File: src/sv/msd_pkg.sv
// Shared constants of the mean and standard deviation block.
package msd_pkg;
    localparam int SampleW = 24;
    localparam int StdW    = 23;
    localparam int CountW  = 8;
    localparam int DiffW   = SampleW + 1;
    localparam int SquareW = 2 * DiffW;
    localparam int VarW    = 2 * SampleW;
    localparam int RootW   = SampleW;
    localparam int SqRemW  = RootW + 3;
endpackage

File: src/sv/msd_front.sv
// Front end: accepts sample beats, writes the store and keeps the running sum and count.
module msd_front #(
    parameter int MAX_SAMPLES = 128
) (
    input  logic                          aclk,
    input  logic                          aresetn,
    input  logic                          s_valid,
    output logic                          s_ready,
    input  logic [msd_pkg::SampleW-1:0]   sample,
    input  logic                          last,
    input  logic                          q_full,
    output logic                          q_push,
    output logic [msd_pkg::SampleW+2*$clog2(MAX_SAMPLES+1):0] q_data,
    output logic                          wr_en,
    output logic [$clog2(MAX_SAMPLES)-1:0] wr_addr,
    output logic [msd_pkg::SampleW-1:0]   wr_data,
    input  logic                          store_free
);
    localparam int CW    = $clog2(MAX_SAMPLES + 1);
    localparam int AW    = $clog2(MAX_SAMPLES);
    localparam int SUM_W = msd_pkg::SampleW + CW;

    logic [CW-1:0]           count_reg, count_next;
    logic signed [SUM_W-1:0] sum_reg, sum_next;
    logic                    ovf_reg, ovf_next;
    logic                    hold_reg;
    logic                    take, room;

    assign s_ready = !hold_reg && !q_full;
    assign take    = s_valid && s_ready;
    assign room    = (count_reg < CW'(MAX_SAMPLES));

    always_comb begin
        count_next = count_reg;
        sum_next   = sum_reg;
        ovf_next   = ovf_reg;
        if (room) begin
            count_next = count_reg + CW'(1);
            sum_next   = sum_reg + SUM_W'($signed(sample));
        end else begin
            ovf_next = 1'b1;
        end
    end

    assign wr_en   = take && room;
    assign wr_addr = count_reg[AW-1:0];
    assign wr_data = sample;
    assign q_push  = take && last;
    assign q_data  = {ovf_next, count_next, sum_next};

    always_ff @(posedge aclk) begin
        if (!aresetn) begin
            count_reg <= '0;
            sum_reg   <= '0;
            ovf_reg   <= 1'b0;
            hold_reg  <= 1'b0;
        end else begin
            if (take) begin
                if (last) begin
                    count_reg <= '0;
                    sum_reg   <= '0;
                    ovf_reg   <= 1'b0;
                    hold_reg  <= 1'b1;
                end else begin
                    count_reg <= count_next;
                    sum_reg   <= sum_next;
                    ovf_reg   <= ovf_next;
                end
            end else if (store_free) begin
                hold_reg <= 1'b0;
            end
        end
    end
endmodule

File: config.mk
export PLATFORM = sky130hd
export DESIGN_NAME = msd_front
export DESIGN_NICKNAME = d
export VERILOG_FILES = /design/src/sv/msd_pkg.sv /design/src/sv/msd_front.sv
export SDC_FILE = /design/constraint.sdc
export NUM_CORES = 1
export LEC_CHECK = 0
export ABC_AREA = 1
export BUFFER_PORTS_ARGS = -buffer_cell sky130_fd_sc_hd__buf_2
export CORE_MARGIN = 5
export CORE_UTILIZATION = 51
export DETAILED_ROUTE_END_ITERATION = 6
export GPL_TIMING_DRIVEN = 0
export PLACE_DENSITY = 0.9
export SLEW_MARGIN = 25
export SYNTH_ARGS = -nofsm -noshare
export SYNTH_HDL_FRONTEND = slang
export SYNTH_SLANG_ARGS = --single-unit
File: constraint.sdc
create_clock -name aclk -period 1.9 [get_ports aclk]
set_clock_uncertainty 0.1 [all_clocks]
set_input_delay 0.095 -clock aclk [delete_from_list [all_inputs] [get_ports aclk]]
set_output_delay 0.095 -clock aclk [all_outputs]
set_load 0.05 [all_outputs]
### Word-level counts from Yosys, hierarchy flattened

Index checks and enable logic that the tools add are counted.

| storage, ports and cells | value |
|---|---|
| bits in registers | 42 |
| bits of input ports | 30 |
| word-level logic and storage cells | 25 |
| output and inout port bits | 75 |

| operators by class | value |
|---|---|
| eq/ne operators | 1 |
| reduce and logical (&&, ||, !) cells | 8 |
| $lt $le $gt $ge | 1 |
| multiplexer cells | 9 |
| add/sub/neg operators | 2 |

Operators by type and width:

| cell | number |
|---|---|
| $mux W32 | 2 |
| $add A32 B24 Y32 | 1 |
| $mux W8 | 2 |
| $add A8 B1 Y8 const B | 1 |
| $lt A8 B8 Y1 const B | 1 |
| $mux W1 | 5 |
| $logic_and A1 B1 Y1 | 4 |
| $logic_not A1 Y1 | 2 |
| $ne A2 B2 Y1 const B | 1 |
| $reduce_and A2 Y1 | 1 |
| $reduce_bool A2 Y1 | 1 |

### Longest topological paths before layout

| depth | value |
|---|---|
| depth after elaboration | 5 |
| depth in mapped cells | 13 |
| mapped depth without buffers | 13 |

### Least setup slack after synthesis

No wires, ideal clock.

| timing | value |
|---|---|
| path type | register to register |
| start | register sum_reg[0] |
| end | register sum_reg[12] |
| arrival | 2.189 ns |
| cell stages (with the launch flop) | 12 |
| period minus slack after synthesis | 2.424 ns |
| path buffers | 0 |
| library setup time | 0.135 ns |
| setup slack | -0.524 ns |
| data required time | 1.665 ns |
| cells stage by stage | dfxtp_1 -> ha_1 -> fa_1 -> nand3_1 -> nand3_1 -> nand3_1 -> nand3_1 -> or2_2 -> nand3_1 -> nand2_1 -> nand2_1 -> a21oi_1 |

| between the ends | value |
|---|---|
| longest elaborated chain between the ends | 3 |

RTL lines:

| element | line | source |
|---|---|---|
| from (decl) | msd_front.sv:24 | `logic signed [SUM_W-1:0] sum_reg, sum_next;` |
| from (signal assigned) | msd_front.sv:66 | `sum_reg <= sum_next;` |
| $add A32 B24 Y32 | msd_front.sv:39 | `sum_next = sum_reg + SUM_W'($signed(sample));` |
| $mux W32 | msd_front.sv:37 | `if (room) begin` |
| via q_data, one bit | msd_front.sv:13 | `output logic [msd_pkg::SampleW+2*$clog2(MAX_SAMPLES+1):0] q_data,` |
| $mux W32 | msd_front.sv:59 | `if (last) begin` |

The timed path passes the listed nets, and every way through them passes these cells.
A chain may end at the register's enable or synchronous reset.

### Worst setup path after layout

| timing | value |
|---|---|
| start | register sum_reg[0] |
| end | output port q_data[24] in the netlist's numbering |

| between the ends | value |
|---|---|
| longest elaborated chain between the ends | 2 |

RTL lines:

| element | line |
|---|---|
| $add A32 B24 Y32 | msd_front.sv:39 |
| $mux W32 | msd_front.sv:37 |
| to (decl) | msd_front.sv:13 |

Every way passes these cells.

==> impl_metrics.yaml <==
floorplanning:
  die_h_um: 106
  row_count: 35
  coreArea_um2: 9150
  die_x_um: 106
  initial_core_util_pct: 51.6
  ios: 105
  die_area_um2: 11300
sta:
  finalWorstSetupSlack_ps: -690
  final-hold-violation-count: 0
  setup_tns_ps: -22470
  setup_viol_count_final: 66
  maxSlewHeadroom_pct: 49.3
  max_freq_mhz: 386
  min_period_ps: 2590
  slew_viol_final: 0
  max_slew.worst_pin.slew_ps: 760
  finalCritPeriodShare_pct: 136
  rsz0062_at_grt: "yes"
worst_setup_path:
  rr_startpoint: "sum_reg[0]"
  crit_chain: "ha_4 > fa_2 > nand3_2 > nand3_4 > nand2_4 > nand3_4 > nand2_4 > nand3_2 > nand2_2 > nand3_2 > and2_4 > buf_8"
  cp.arrival_ps: 2390
  cp-start-kind: "flip-flop"
  cp_max_fo: 5
  cp.required_ps: 1700
  cp_common_cell: "nand3_2"
  end_kind: "primary output"
  cp_slowest_cell: "fa_2"
  slowest_delay_ps: 410
  crit_buf_inv: 1
  r2r_end: "sum_reg[8]"
  crit_family: "simple AND/OR/NAND/NOR gates"
  r2r_cells: 12
  criticalPathCategory: "reg2out"
  reg2reg_slack_ps: -330
layout:
  utilization_pct: 80.4
  final_nets: 1047
  most-common-layout-cells: "nand2_1 (239), inv_1 (121), buf_2 (76)"
  insertedDiodeCount: 0
  final_common_cell: "nand2_1"
  area_growth_pct: 55.8
  layout-drive-gt1-share_pct: 48.0
  largest_reg_flops: 32
clock_tree:
  cts-root-buf: "clkbuf_8"
  cts_tree: "built"
  clk_pin_slew_worst_paths_ps: 110
  cts_inserted_buffers: 5
  ctsLongestPathBuffers: 2
  clock_latency_ps: 320
  htree_levels: 2
  cts_sinks: 42
place:
  place_congestion: 0.960
  portBuffers: 104
  dpl.hpwl_um: 11000
  dpl_worst_slack_ps: -429
min_path:
  holdPathEnd: "ovf_reg"
  min-delay-start: "last"
  holdPathStages: 4
  hold_path.class: "in2reg"
drt:
  ant_nets: 0
  wl_per_cell_um: 18.8
  via_count: 6376
  first_pass_iters: 7
  route.detailed.drc: 11
  routed_wirelength_um: 20600
  drt_iter0_drc: 750
  via_per_inst: 5.82
power_and_ir_drop:
  p_clk_share_pct: 19.3
  leakagePower_uw: 0.00380
  power_switching_uw: 1580
  power.density_nw_per_um2: 466
  vdd_drop_max_mv: 0.341
  pwr-share-comb_pct: 53.4
  intPower_uw: 1850
  power_frac_seq_pct: 27.3
  swShare_pct: 46.2
synth:
  syn_area_per_cell_um2: 5.70
  yosysSeqAreaShare_pct: 17.8
  synth.cell_area_um2: 4720
  ys_warn_count: 0
  ys_types: 39
  ys_seq_elements: 42
  syn_inst: 829
  synth_nets: 892
global_route:
  antenna_found_initial: 0
  grt_max_degree: 14
  grt_usage_pct: 32.0
  grt.overflow.total: 0
  grt_pass1_wl_um: 29500
  grt_pass1_vias: 6216
run_status:
  outcome: "finished with violations"
  violations: "design-rule violations, negative setup slack"
run:
  maxCapViolations: 0
-- tightest hold or removal path, cell delays in order --
cell and delay (ps):
buf_2 110, nand2_1 100, nand2_1 120, a21oi_1 60
-- synthesized netlist by cell type (all sizes together) --
master	count	area share (%)
buf	40	6.0
ha	32	8.5
a22oi	5	0.79
nand3	66	7.4
nor2	53	4.5
o21bai	2	0.40
nand4	1	0.13
o21a	2	0.32
mux2i	4	0.85
xnor2	7	1.3
a211oi	1	0.16
a21oi	57	6.2
or2	16	2.1
a21o	2	0.32
clkbuf	11	0.87
nand3b	1	0.16
and2	14	1.9
fa	1	0.42
nor3	4	0.53
o211ai	3	0.48
xor2	8	1.5
inv	132	10
dfxtp	42	18
clkinv	1	0.079
nand2	315	26
o21ai	8	1.2
a31oi	1	0.13
-- final cells by class --
cell class	count	area, µm²
tap	111	139
multi-input combinational	603	4280
timing repair buffer	148	1130
buffer	51	337
clock inverter	2	15.0
clock buffer	5	68.8
inverter	133	499
fill	524	1790
sequential	42	892
-- worst max path at each step --
stage,startpoint,slack (ps),end,cells past startpoint
floorplan,sum_reg[0],-190,sum_reg[14],10
global placement,sum_reg[0],-410,q_data[28],12
detailed placement,sum_reg[0],-430,q_data[28],12
CTS,sum_reg[0],-500,q_data[24],12
global route,sum_reg[0],-730,q_data[24],12
finish,sum_reg[0],-690,q_data[24],12
-- layer usage --
layer	global-route usage, %	share of wire, %	vias up
met5	0	0	-
met4	19.8	7.7	0
met3	5.65	11	175
met2	54.5	45	518
met1	37.0	36	2846
li1	-	-	2837
-- cells by family after synthesis --
family | Yosys count | share of synthesized area [%]
AOI/OAI and AO/OA | 81 | 9.96
xor gates and xnor gates | 15 | 2.78
adders and majority gates | 33 | 8.90
buffers and inverters | 184 | 17.4
DFF | 42 | 17.8
muxes | 4 | 0.848
and+or+nand+nor | 470 | 42.3
-- power groups by stage --
stage	clock [µW]	combinational (µW)	sequential, µW
after floorplan	0	1020	946
after global placement	0	1280	951
after CTS	624	1660	936
final	663	1830	936
after global routing	667	1910	938
after detailed placement	0	1290	952
-- repair_timing --
action	in CTS	in global routing
hold endpoints to repair	3	0
setup buffers	34	8
hold buffers	2	0
setup endpoints to repair	62	72
cloned	0	0
pin swaps	52	13
gates resized for setup	263	60
-- through the flow --
stage	cells	cell area, µm²	hold slack, ps	power (µW)
after floorplan	829	5050	84.4	1960
after global placement	1044	5710	169	2230
after detailed placement	1044	5710	174	2240
after CTS	1087	7080	12.7	3220
after global routing	1095	7360	108	3520
final	1095	7360	116	3430
Note: power is estimated with default switching activity, not from simulation.
