<file path="config.mk">
export PLATFORM = sky130hd
export DESIGN_NAME = msd_queue
export DESIGN_NICKNAME = d
export VERILOG_FILES = /design/src/sv/msd_queue.sv
export SDC_FILE = /design/constraint.sdc
export NUM_CORES = 1
export LEC_CHECK = 0
export ABC_AREA = 1
export BUFFER_PORTS_ARGS = -buffer_cell sky130_fd_sc_hd__buf_4
export CORE_MARGIN = 3
export CORE_UTILIZATION = 53
export CTS_BUF_LIST = sky130_fd_sc_hd__clkbuf_2
export CTS_CLUSTER_SIZE = 14
export DETAILED_ROUTE_END_ITERATION = 10
export GPL_ROUTABILITY_DRIVEN = 1
export MAX_ROUTING_LAYER = met4
export PLACE_DENSITY = 0.81
export SYNTH_ARGS = -nofsm -noshare
export SYNTH_HDL_FRONTEND = slang
export SYNTH_SLANG_ARGS = --single-unit
</file>
<file path="constraint.sdc">
create_clock -name aclk -period 7.2 [get_ports aclk]
set_clock_uncertainty 0.15 [all_clocks]
set_input_delay 0.72 -clock aclk [delete_from_list [all_inputs] [get_ports aclk]]
set_output_delay 0.72 -clock aclk [all_outputs]
set_load 0.03 [all_outputs]
</file>
<file path="src/sv/msd_queue.sv">
// Two-entry job queue between the sample front end and the arithmetic back end.
module msd_queue #(
    parameter int W = 40
) (
    input  logic         aclk,
    input  logic         aresetn,
    input  logic         push,
    input  logic [W-1:0] din,
    output logic         full,
    input  logic         pop,
    output logic         valid,
    output logic [W-1:0] dout
);
    logic [W-1:0] data_reg [2];
    logic         wptr_reg, rptr_reg;
    logic [1:0]   fill_reg;

    assign full  = (fill_reg == 2'd2);
    assign valid = (fill_reg != 2'd0);
    assign dout  = data_reg[rptr_reg];

    always_ff @(posedge aclk) begin
        if (!aresetn) begin
            wptr_reg <= 1'b0;
            rptr_reg <= 1'b0;
            fill_reg <= 2'd0;
        end else begin
            if (push && !full) begin
                wptr_reg <= ~wptr_reg;
            end
            if (pop && valid) begin
                rptr_reg <= ~rptr_reg;
            end
            fill_reg <= fill_reg + 2'(push && !full) - 2'(pop && valid);
        end
    end

    always_ff @(posedge aclk) begin
        if (push && !full) begin
            data_reg[wptr_reg] <= din;
        end
    end
endmodule

</file>
* After elaboration in Yosys (flattened, before gate mapping)
Memories as Yosys holds them, arrays and structs flattened. A register that Yosys moved wholly into a read port is not among the register bits.
Index checks and enable logic that the tools add are counted.
** Storage, ports and cells
- Flip-flop bits (word level) :: 4
- Memories kept :: 1
- Input bits :: 44
- Bits in writable memories :: 80
- Logic and storage cells :: 17
- Output and inout port bits :: 42
** Memories
- data_reg :: depth 2, width 40, read ports 1, clocked after Yosys merged registers in 1, wr ports 1, RTL line 14 : logic [W-1:0] data_reg [2];
** Operators by class
- Reductions and logical operators :: 4
- Add/sub/neg operators :: 2
- Equality and inequality tests :: 1
- Bitwise gates (word level) :: 2
- Mux-type cells :: 4
** Operators by type and width (count)
- $mux W1 :: 4
- $add A2 B1 Y2 :: 1
- $eq A2 B2 Y1 const B :: 1
- $logic_and A1 B1 Y1 :: 2
- $not A1 Y1 :: 2
- $reduce_bool A2 Y1 :: 1
- $sub A2 B1 Y2 :: 1
- $logic_not A1 Y1 :: 1

* Depth between registers and ports, before layout
Gate-level depths: netlist (run 1).
- Word-level depth :: 5
- Mapped depth :: 11
- Gate-level depth less buffers :: 11

* Worst setup path after synthesis (run 1)
No wires, ideal clock.
- Path type :: input -> register
- Start :: input push
- End :: memory data_reg[0][0] (enable)
- Setup slack :: 4.140 ns
- Buffers on the path :: 0
- Arrival time :: 2.473 ns
- Stages :: 2
- Path through :: nand2_1 nor2_1
** Between the ends
- Word-level cells in the longest chain between the ends :: 3
** RTL lines
- start, declared :: RTL line 7 : input logic push,
- $logic_and A1 B1 Y1 :: RTL line 39 : if (push && !full) begin
- $mux W1 :: RTL line 39
- $mux W1 (not written as such) :: RTL line 40 : data_reg[wptr_reg] <= din;
- end, declared :: RTL line 14
Every way passes these cells.

==> results of run 1 <==
-- logic make-up (layout without fill, tap and decap cells) --
family / after synthesis / after routing / share of synthesized area, %
muxes: 40 / 40 / 14.3
and+or+nand+nor: 20 / 20 / 2.51
adders and majority gates: 2 / 2 / 0.796
buffers and inverters: 12 / 110 / 2.39
DFF: 85 / 85 / 79.6
AOI/OAI and AO/OA: 2 / 2 / 0.319
-- cell usage after synthesis --
library cell and number:
nor2_1 8, ha_1 2, nand2_1 9, mux2_2 40
buf_6 4, inv_1 8, edfxtp_1 80, a21oi_1 2
dfxtp_1 5, nand3_1 3
-- worst max-delay path by stage --
stage	from	cells past startpoint	to	slack (ps)
finish	register	2	dout[37]	4250
global route	register	2	dout[37]	4070
CTS	register	2	dout[35]	4170
detailed placement	register	2	dout[35]	4740
global placement	register	2	dout[35]	4750
floorplan	push	2	data_reg[0][0]	4140
-- report_power, final --
group          switching (mW)  leakage (nW)  internal, mW
combinational           0.265         0.664         0.188
clock                   0.151        0.0742         0.115
sequential             0.0435         0.789         0.626
total                   0.459          1.53         0.929
-- per-stage QoR --
step | setup WS [ps] | area, um2 | instances | hold slack [ps]
2_1_floorplan | 4140 | 3140 | 161 | 317
3_3_place_gp | 4750 | 3840 | 315 | 336
3_5_place_dp | 4740 | 3840 | 315 | 362
4_1_cts | 4170 | 3980 | 331 | 219
5_1_grt | 4070 | 3980 | 331 | 174
6_report | 4250 | 3980 | 331 | 254
-- final cells by class --
class | count | area [um2] | share of cell area [%]
flip-flops and latches | 85 | 2500 | 62.9
repair buffers | 86 | 646 | 16.2
multi-input cells | 64 | 572 | 14.4
well taps | 72 | 90.1 | 2.26
clock inverters | 6 | 87.6 | 2.20
clock buffers | 10 | 50.0 | 1.26
inverters | 8 | 30.0 | 0.755
-- metal layers --
| metal | share of wire (%) | vias up | GRT usage [%] |
|---|---|---|---|
| met5 | 0 | - | - |
| met4 | 1.4 | 0 | 6.24 |
| met3 | 5.1 | 9 | 4.17 |
| met2 | 53 | 50 | 27.0 |
| met1 | 41 | 813 | 19.6 |
| li1 | - | 794 | - |
==> results.py, run 1 <==
metrics = {
    "worst_setup_path": {
        "reg2regPathDepth": 4,
        "critPathRequiredTime_ps": 6330,
        "cpMaxStageDelayCell": "dfxtp_2",
        "crit_buf_inv": 1,
        "path_cells": "mux2_2 > buf_4",
        "crit_fanout": 40,
        "reg2reg_from": "fill_reg[0]",
        "criticalPathCategory": "register to output pin",
        "startpoint_type": "register",
        "slowest_delay_ps": 990,
        "r2r_slack_ps": 5120,
        "critPathTopFamily": "flip-flops",
        "rr_endpoint": "data_reg[0][19]",
        "worst_setup_path_end_kind": "output pin",
        "arrival_ps": 2080,
    },
    "worst_hold_path": {
        "hold_end": "data_reg[0][33]",
        "hold_path_class": "input pin to register",
        "worstHoldPathCells": 1,
        "hold_start": "din[33]",
    },
    "floorplanning": {
        "fp.dieW_um": 83.0,
        "initial_core_util_pct": 56.0,
        "fp.dieArea_um2": 6890,
        "fp.dieH_um": 83.0,
        "core_area_um2": 5610,
        "num_io_pins": 86,
        "rows": 27,
    },
    "detailed_routing": {
        "avgViaCountPerCell": 5.03,
        "drc": 0,
        "wl_per_cell_um": 15.7,
        "drt-total-wl_um": 5200,
        "ant_nets": 0,
        "dr.pass1.iters": 4,
        "vias": 1666,
        "drtIter0Drc": 100,
    },
    "cts": {
        "cts-root-buf": "clkbuf_2",
        "post_cts_resized": 0,
        "clock_path_buffers": 2,
        "hold_buffers": 0,
        "htree_num_levels": 3,
        "clk_pin_slew_ps": 230,
        "cts_tree": "yes",
        "post_cts.repair.setup_buffers": 0,
        "insertion_delay_ps": 460,
        "cts.sinks": 85,
        "numCtsBuffers": 9,
    },
    "sta": {
        "max_freq_mhz": 340,
        "slew_headroom_pct": 23.4,
        "setup_violations": 0,
        "setup_tns_ps": 0,
        "worst_slew_pin_slew_ps": 1150,
        "fin_crit_ps": 2950,
        "rsz0062_at_grt": "no",
        "finalHoldViolations": 0,
        "min_period_over_period_pct": 40.9,
        "slew_viol_final": 0,
    },
    "yosys": {
        "ys_seq_area_share_pct": 79.6,
        "syn_inst": 161,
        "yosys_warnings": 0,
        "synth.area.top_cells": "edfxtp_1 76%, mux2_2 14%, dfxtp_1 3.2%",
        "netlist_area_um2": 3140,
        "synth_cell_types": 10,
        "synthesis.nets": 207,
        "syn_avg_cell_area_um2": 19.5,
        "ys_ff_latch": 85,
        "synth_top_cell_area_share_pct": 76.5,
        "yosysTopAreaCell": "edfxtp_1",
    },
    "job": {
        "maxCapViolCount": 0,
    },
    "power_and_ir_drop": {
        "totalPowerFinal_mw": 1.39,
        "power-per-cell-area_nw_per_um2": 349,
        "ir_drop_v": 0.000242,
        "leakagePower_nw": 1.53,
    },
    "grt": {
        "overflow": 0,
        "grt_pass1_vias": 1823,
        "antenna_found_initial": 0,
        "grt_start_max_net_pins": 41,
        "track_usage_pct": 16.4,
        "grt_first_pass_wirelength_um": 8580,
    },
    "layout": {
        "n_antenna_cell": 0,
        "area_delta_synth_final_pct": 26.6,
        "largest_reg_flops": 80,
        "fin_util_pct": 71.0,
        "fill_cells": 380,
        "nNetsFinal": 300,
        "final_common_cell": "buf_4",
        "drive_gt1_share_pct": 55.6,
        "mostFrequentLayoutCells": "86 x buf_4, 80 x edfxtp_1, 40 x mux2_2",
    },
    "placed_design": {
        "numPortBuffers": 85,
        "gp_congestion": 0.679,
        "dpl.hpwl_um": 3310,
    },
    "outcome": {
        "status": "complete, no violations",
    },
}
Power figures use the tool's default switching activity.
==> inputs of run 2 (changes only) <==
--- a/config.mk
+++ b/config.mk
@@ -5,7 +5,7 @@
 export SDC_FILE = /design/constraint.sdc
 export NUM_CORES = 1
 export LEC_CHECK = 0
-export ABC_AREA = 1
+export ABC_AREA = 0
 export BUFFER_PORTS_ARGS = -buffer_cell sky130_fd_sc_hd__buf_4
 export CORE_MARGIN = 3
 export CORE_UTILIZATION = 53
==> constraint.sdc (replaced) <==
create_clock -name aclk -period 3.1 [get_ports aclk]
set_clock_uncertainty 0.15 [all_clocks]
set_input_delay 0.31 -clock aclk [delete_from_list [all_inputs] [get_ports aclk]]
set_output_delay 0.31 -clock aclk [all_outputs]
set_load 0.03 [all_outputs]
==> results.py, run 2 <==
metrics = {
    "worst_setup_path": {
        "path_cells": "buf_4 > mux2_2 > buf_4",
        "reg2regPathDepth": 4,
        "worst_setup_path_end_kind": "output pin",
        "rr_endpoint": "data_reg[0][15]",
        "cpMaxStageDelayCell": "dfxtp_2",
        "critPathTopFamily": "flip-flops",
        "reg2reg_from": "fill_reg[0]",
        "startpoint_type": "register",
        "cpMostUsedCell": "buf_4",
        "r2r_slack_ps": 1060,
        "crit_fanout": 19,
        "criticalPathCategory": "register to output pin",
        "slowest_delay_ps": 510,
        "crit_buf_inv": 2,
        "critPathRequiredTime_ps": 2640,
        "arrival_ps": 1870,
    },
    "yosys": {
        "synthXorXnorAreaFrac_pct": 0.839,
        "synthesis.nets": 196,
        "synth_flop_cell": "edfxtp_1",
        "synth_cell_types": 16,
        "synth.area.top_cells": "edfxtp_1 77%, mux2_2 14%, dfxtp_1 3.2%",
        "synth_compound_area_share_pct": 0.240,
        "netlist_area_um2": 3130,
        "synthMuxAreaShare_pct": 14.7,
        "yosysMostFrequentCell": "edfxtp_1",
        "synth_top_cell_area_share_pct": 76.7,
        "syn_inst": 150,
        "yosysTopAreaCell": "edfxtp_1",
        "syn_avg_cell_area_um2": 20.9,
        "async_flop_share_pct": 0,
        "yosys_warnings": 0,
        "synth_top_family_by_area": "multiplexers",
        "synthAdderAreaFrac_pct": 0.799,
        "synth_enable_flop_cells": 80,
        "synthSimpleGateAreaFrac_pct": 1.72,
        "ys_ff_latch": 85,
        "ys_seq_area_share_pct": 79.9,
        "synth_common_cells": "80 x edfxtp_1, 40 x mux2_2, 5 x dfxtp_1, 4 x buf_6, 4 x nor2_1",
    },
    "detailed_routing": {
        "drt-total-wl_um": 6010,
        "drc": 0,
        "dr.pass1.iters": 5,
        "ant_nets": 0,
        "wl_per_cell_um": 16.5,
        "drtIter0Drc": 97,
        "vias": 1761,
        "avgViaCountPerCell": 4.84,
    },
    "layout": {
        "seq_area_um2": 2500,
        "final_common_cell": "buf_4",
        "largest_reg_flops": 80,
        "fill_cells": 335,
        "drive_gt1_share_pct": 50.3,
        "mostFrequentLayoutCells": "89 x buf_4, 80 x edfxtp_1, 41 x dlygate4sd3_1",
        "area_delta_synth_final_pct": 38.8,
        "nNetsFinal": 333,
        "n_antenna_cell": 0,
        "multiInputGateArea_um2": 582,
    },
    "floorplanning": {
        "rows": 27,
        "fp.dieArea_um2": 6870,
        "fp.dieH_um": 82.9,
        "fp.dieW_um": 82.9,
        "core_area_um2": 5610,
        "initial_core_util_pct": 55.8,
        "num_io_pins": 86,
    },
    "grt": {
        "met3_usage_pct": 5.26,
        "overflow": 0,
        "grt_pass1_vias": 1936,
        "globalRouteMet2Util_pct": 33.3,
        "grt_first_pass_wirelength_um": 9800,
        "antenna_found_initial": 0,
        "grt_start_max_net_pins": 27,
        "track_usage_pct": 19.1,
        "grt-busiest-layer": "met2",
        "met1_usage_pct": 21.4,
    },
    "sta": {
        "slew_viol_final": 0,
        "slew_headroom_pct": 66.4,
        "rsz0062_at_grt": "no",
        "max_freq_mhz": 429,
        "setup_violations": 0,
        "hold_ws_ps": 67.0,
        "setup_tns_ps": 0,
        "fin_crit_ps": 2330,
        "min_period_over_period_pct": 75.3,
        "finalHoldViolations": 0,
        "worst_slew_pin_slew_ps": 503,
    },
    "cts": {
        "numCtsBuffers": 9,
        "insertion_delay_ps": 470,
        "post_cts.repair.setup_buffers": 0,
        "clk_pin_slew_ps": 200,
        "htree_num_levels": 3,
        "post_cts_resized": 0,
        "cts_tree": "yes",
        "cts.sinks": 85,
        "clock_path_buffers": 2,
        "cts-root-buf": "clkbuf_2",
    },
    "job": {
        "maxCapViolCount": 0,
    },
    "power_and_ir_drop": {
        "p_sw_mw": 1.06,
        "pwr-share-seq_pct": 48.3,
        "pwr-share-clk_pct": 14.3,
        "leakagePower_nw": 1.68,
        "p_int_mw": 2.04,
        "p_sw_share_pct": 34.3,
        "power-per-cell-area_nw_per_um2": 715,
        "combinationalPowerShare_pct": 37.4,
        "ir_drop_v": 0.000525,
    },
    "placed_design": {
        "gp_congestion": 0.692,
        "dpl.hpwl_um": 3770,
        "numPortBuffers": 85,
    },
    "worst_hold_path": {
        "hold_end": "wptr_reg",
        "worstHoldPathCells": 3,
        "hold_path_class": "input pin to register",
        "hold_start": "push",
    },
    "outcome": {
        "status": "complete, no violations",
    },
}
==> run 2: per-layer routing <==
metal,up-vias,wire [um],share of wire (%)
met3,6,266,4.4
met1,856,2320,39
met4,0,63,1.0
met2,48,3360,56
met5,-,0,0
li1,851,-,-
==> run 2: repair_timing <==
action,4_1_cts,5_1_grt
endpoints found under the hold margin,85,0
endpoints found under the setup margin,0,0
hold buffers,41,0
==> run 2: kinds of logic after synthesis <==
| kind of cell | count (synthesis) |
|---|---|
| compound gates | 1 |
| buf+inv | 7 |
| simple gates | 11 |
| mux | 41 |
| flops | 85 |
| fa+ha+maj | 2 |
| xor+xnor | 3 |
==> run 2: worst max path at each step <==
stage / cells after the start / start / slack [ps] / endpoint
2_1_floorplan: 3 / fill_reg[0] / 250 / data_reg[0][0]
3_3_place_gp: 4 / fill_reg[0] / 1190 / data_reg[0][20]
3_5_place_dp: 4 / fill_reg[0] / 1070 / data_reg[0][20]
4_1_cts: 3 / register / 720 / dout[7]
5_1_grt: 3 / register / 610 / dout[39]
6_report: 3 / register / 770 / dout[7]
==> run 2: power groups by stage <==
| stage | clock, mW | combinational (mW) | sequential, mW |
|---|---|---|---|
| 2_1_floorplan | 0 | 0.767 | 1.51 |
| 3_3_place_gp | 0 | 1.11 | 1.52 |
| 3_5_place_dp | 0 | 1.13 | 1.53 |
| 4_1_cts | 0.456 | 1.17 | 1.50 |
| 5_1_grt | 0.519 | 1.23 | 1.52 |
| 6_report | 0.444 | 1.16 | 1.50 |
==> run 2: worst register-to-register path, stage by stage (launching register included) <==
cell and delay, ps:
dfxtp_1 420, nand2b_1 160, nand2_1 150, nor2_4 400, buf_4 440
==> run 2: area by class of cell <==
class,instances,share of cell area [%]
Clock buffer,10,1.15
Clock inverter,6,0.691
Inverter,3,0.259
Multi-Input combinational cell,58,13.4
Sequential cell,85,57.6
Tap cell,72,2.07
Timing Repair Buffer,130,24.8
==> run 2: metrics by stage <==
stage / instance area, um2 / power, mW / setup WS [ps] / instances / util [%]
2_1_floorplan: 3130 / 2.28 / 247 / 150 / -
3_3_place_gp: 3850 / 2.63 / 1190 / 307 / 68.7
3_5_place_dp: 3850 / 2.65 / 1070 / 307 / 68.7
4_1_cts: 4350 / 3.13 / 722 / 364 / 77.5
5_1_grt: 4350 / 3.27 / 614 / 364 / 77.5
6_report: 4350 / 3.11 / 767 / 364 / 77.5
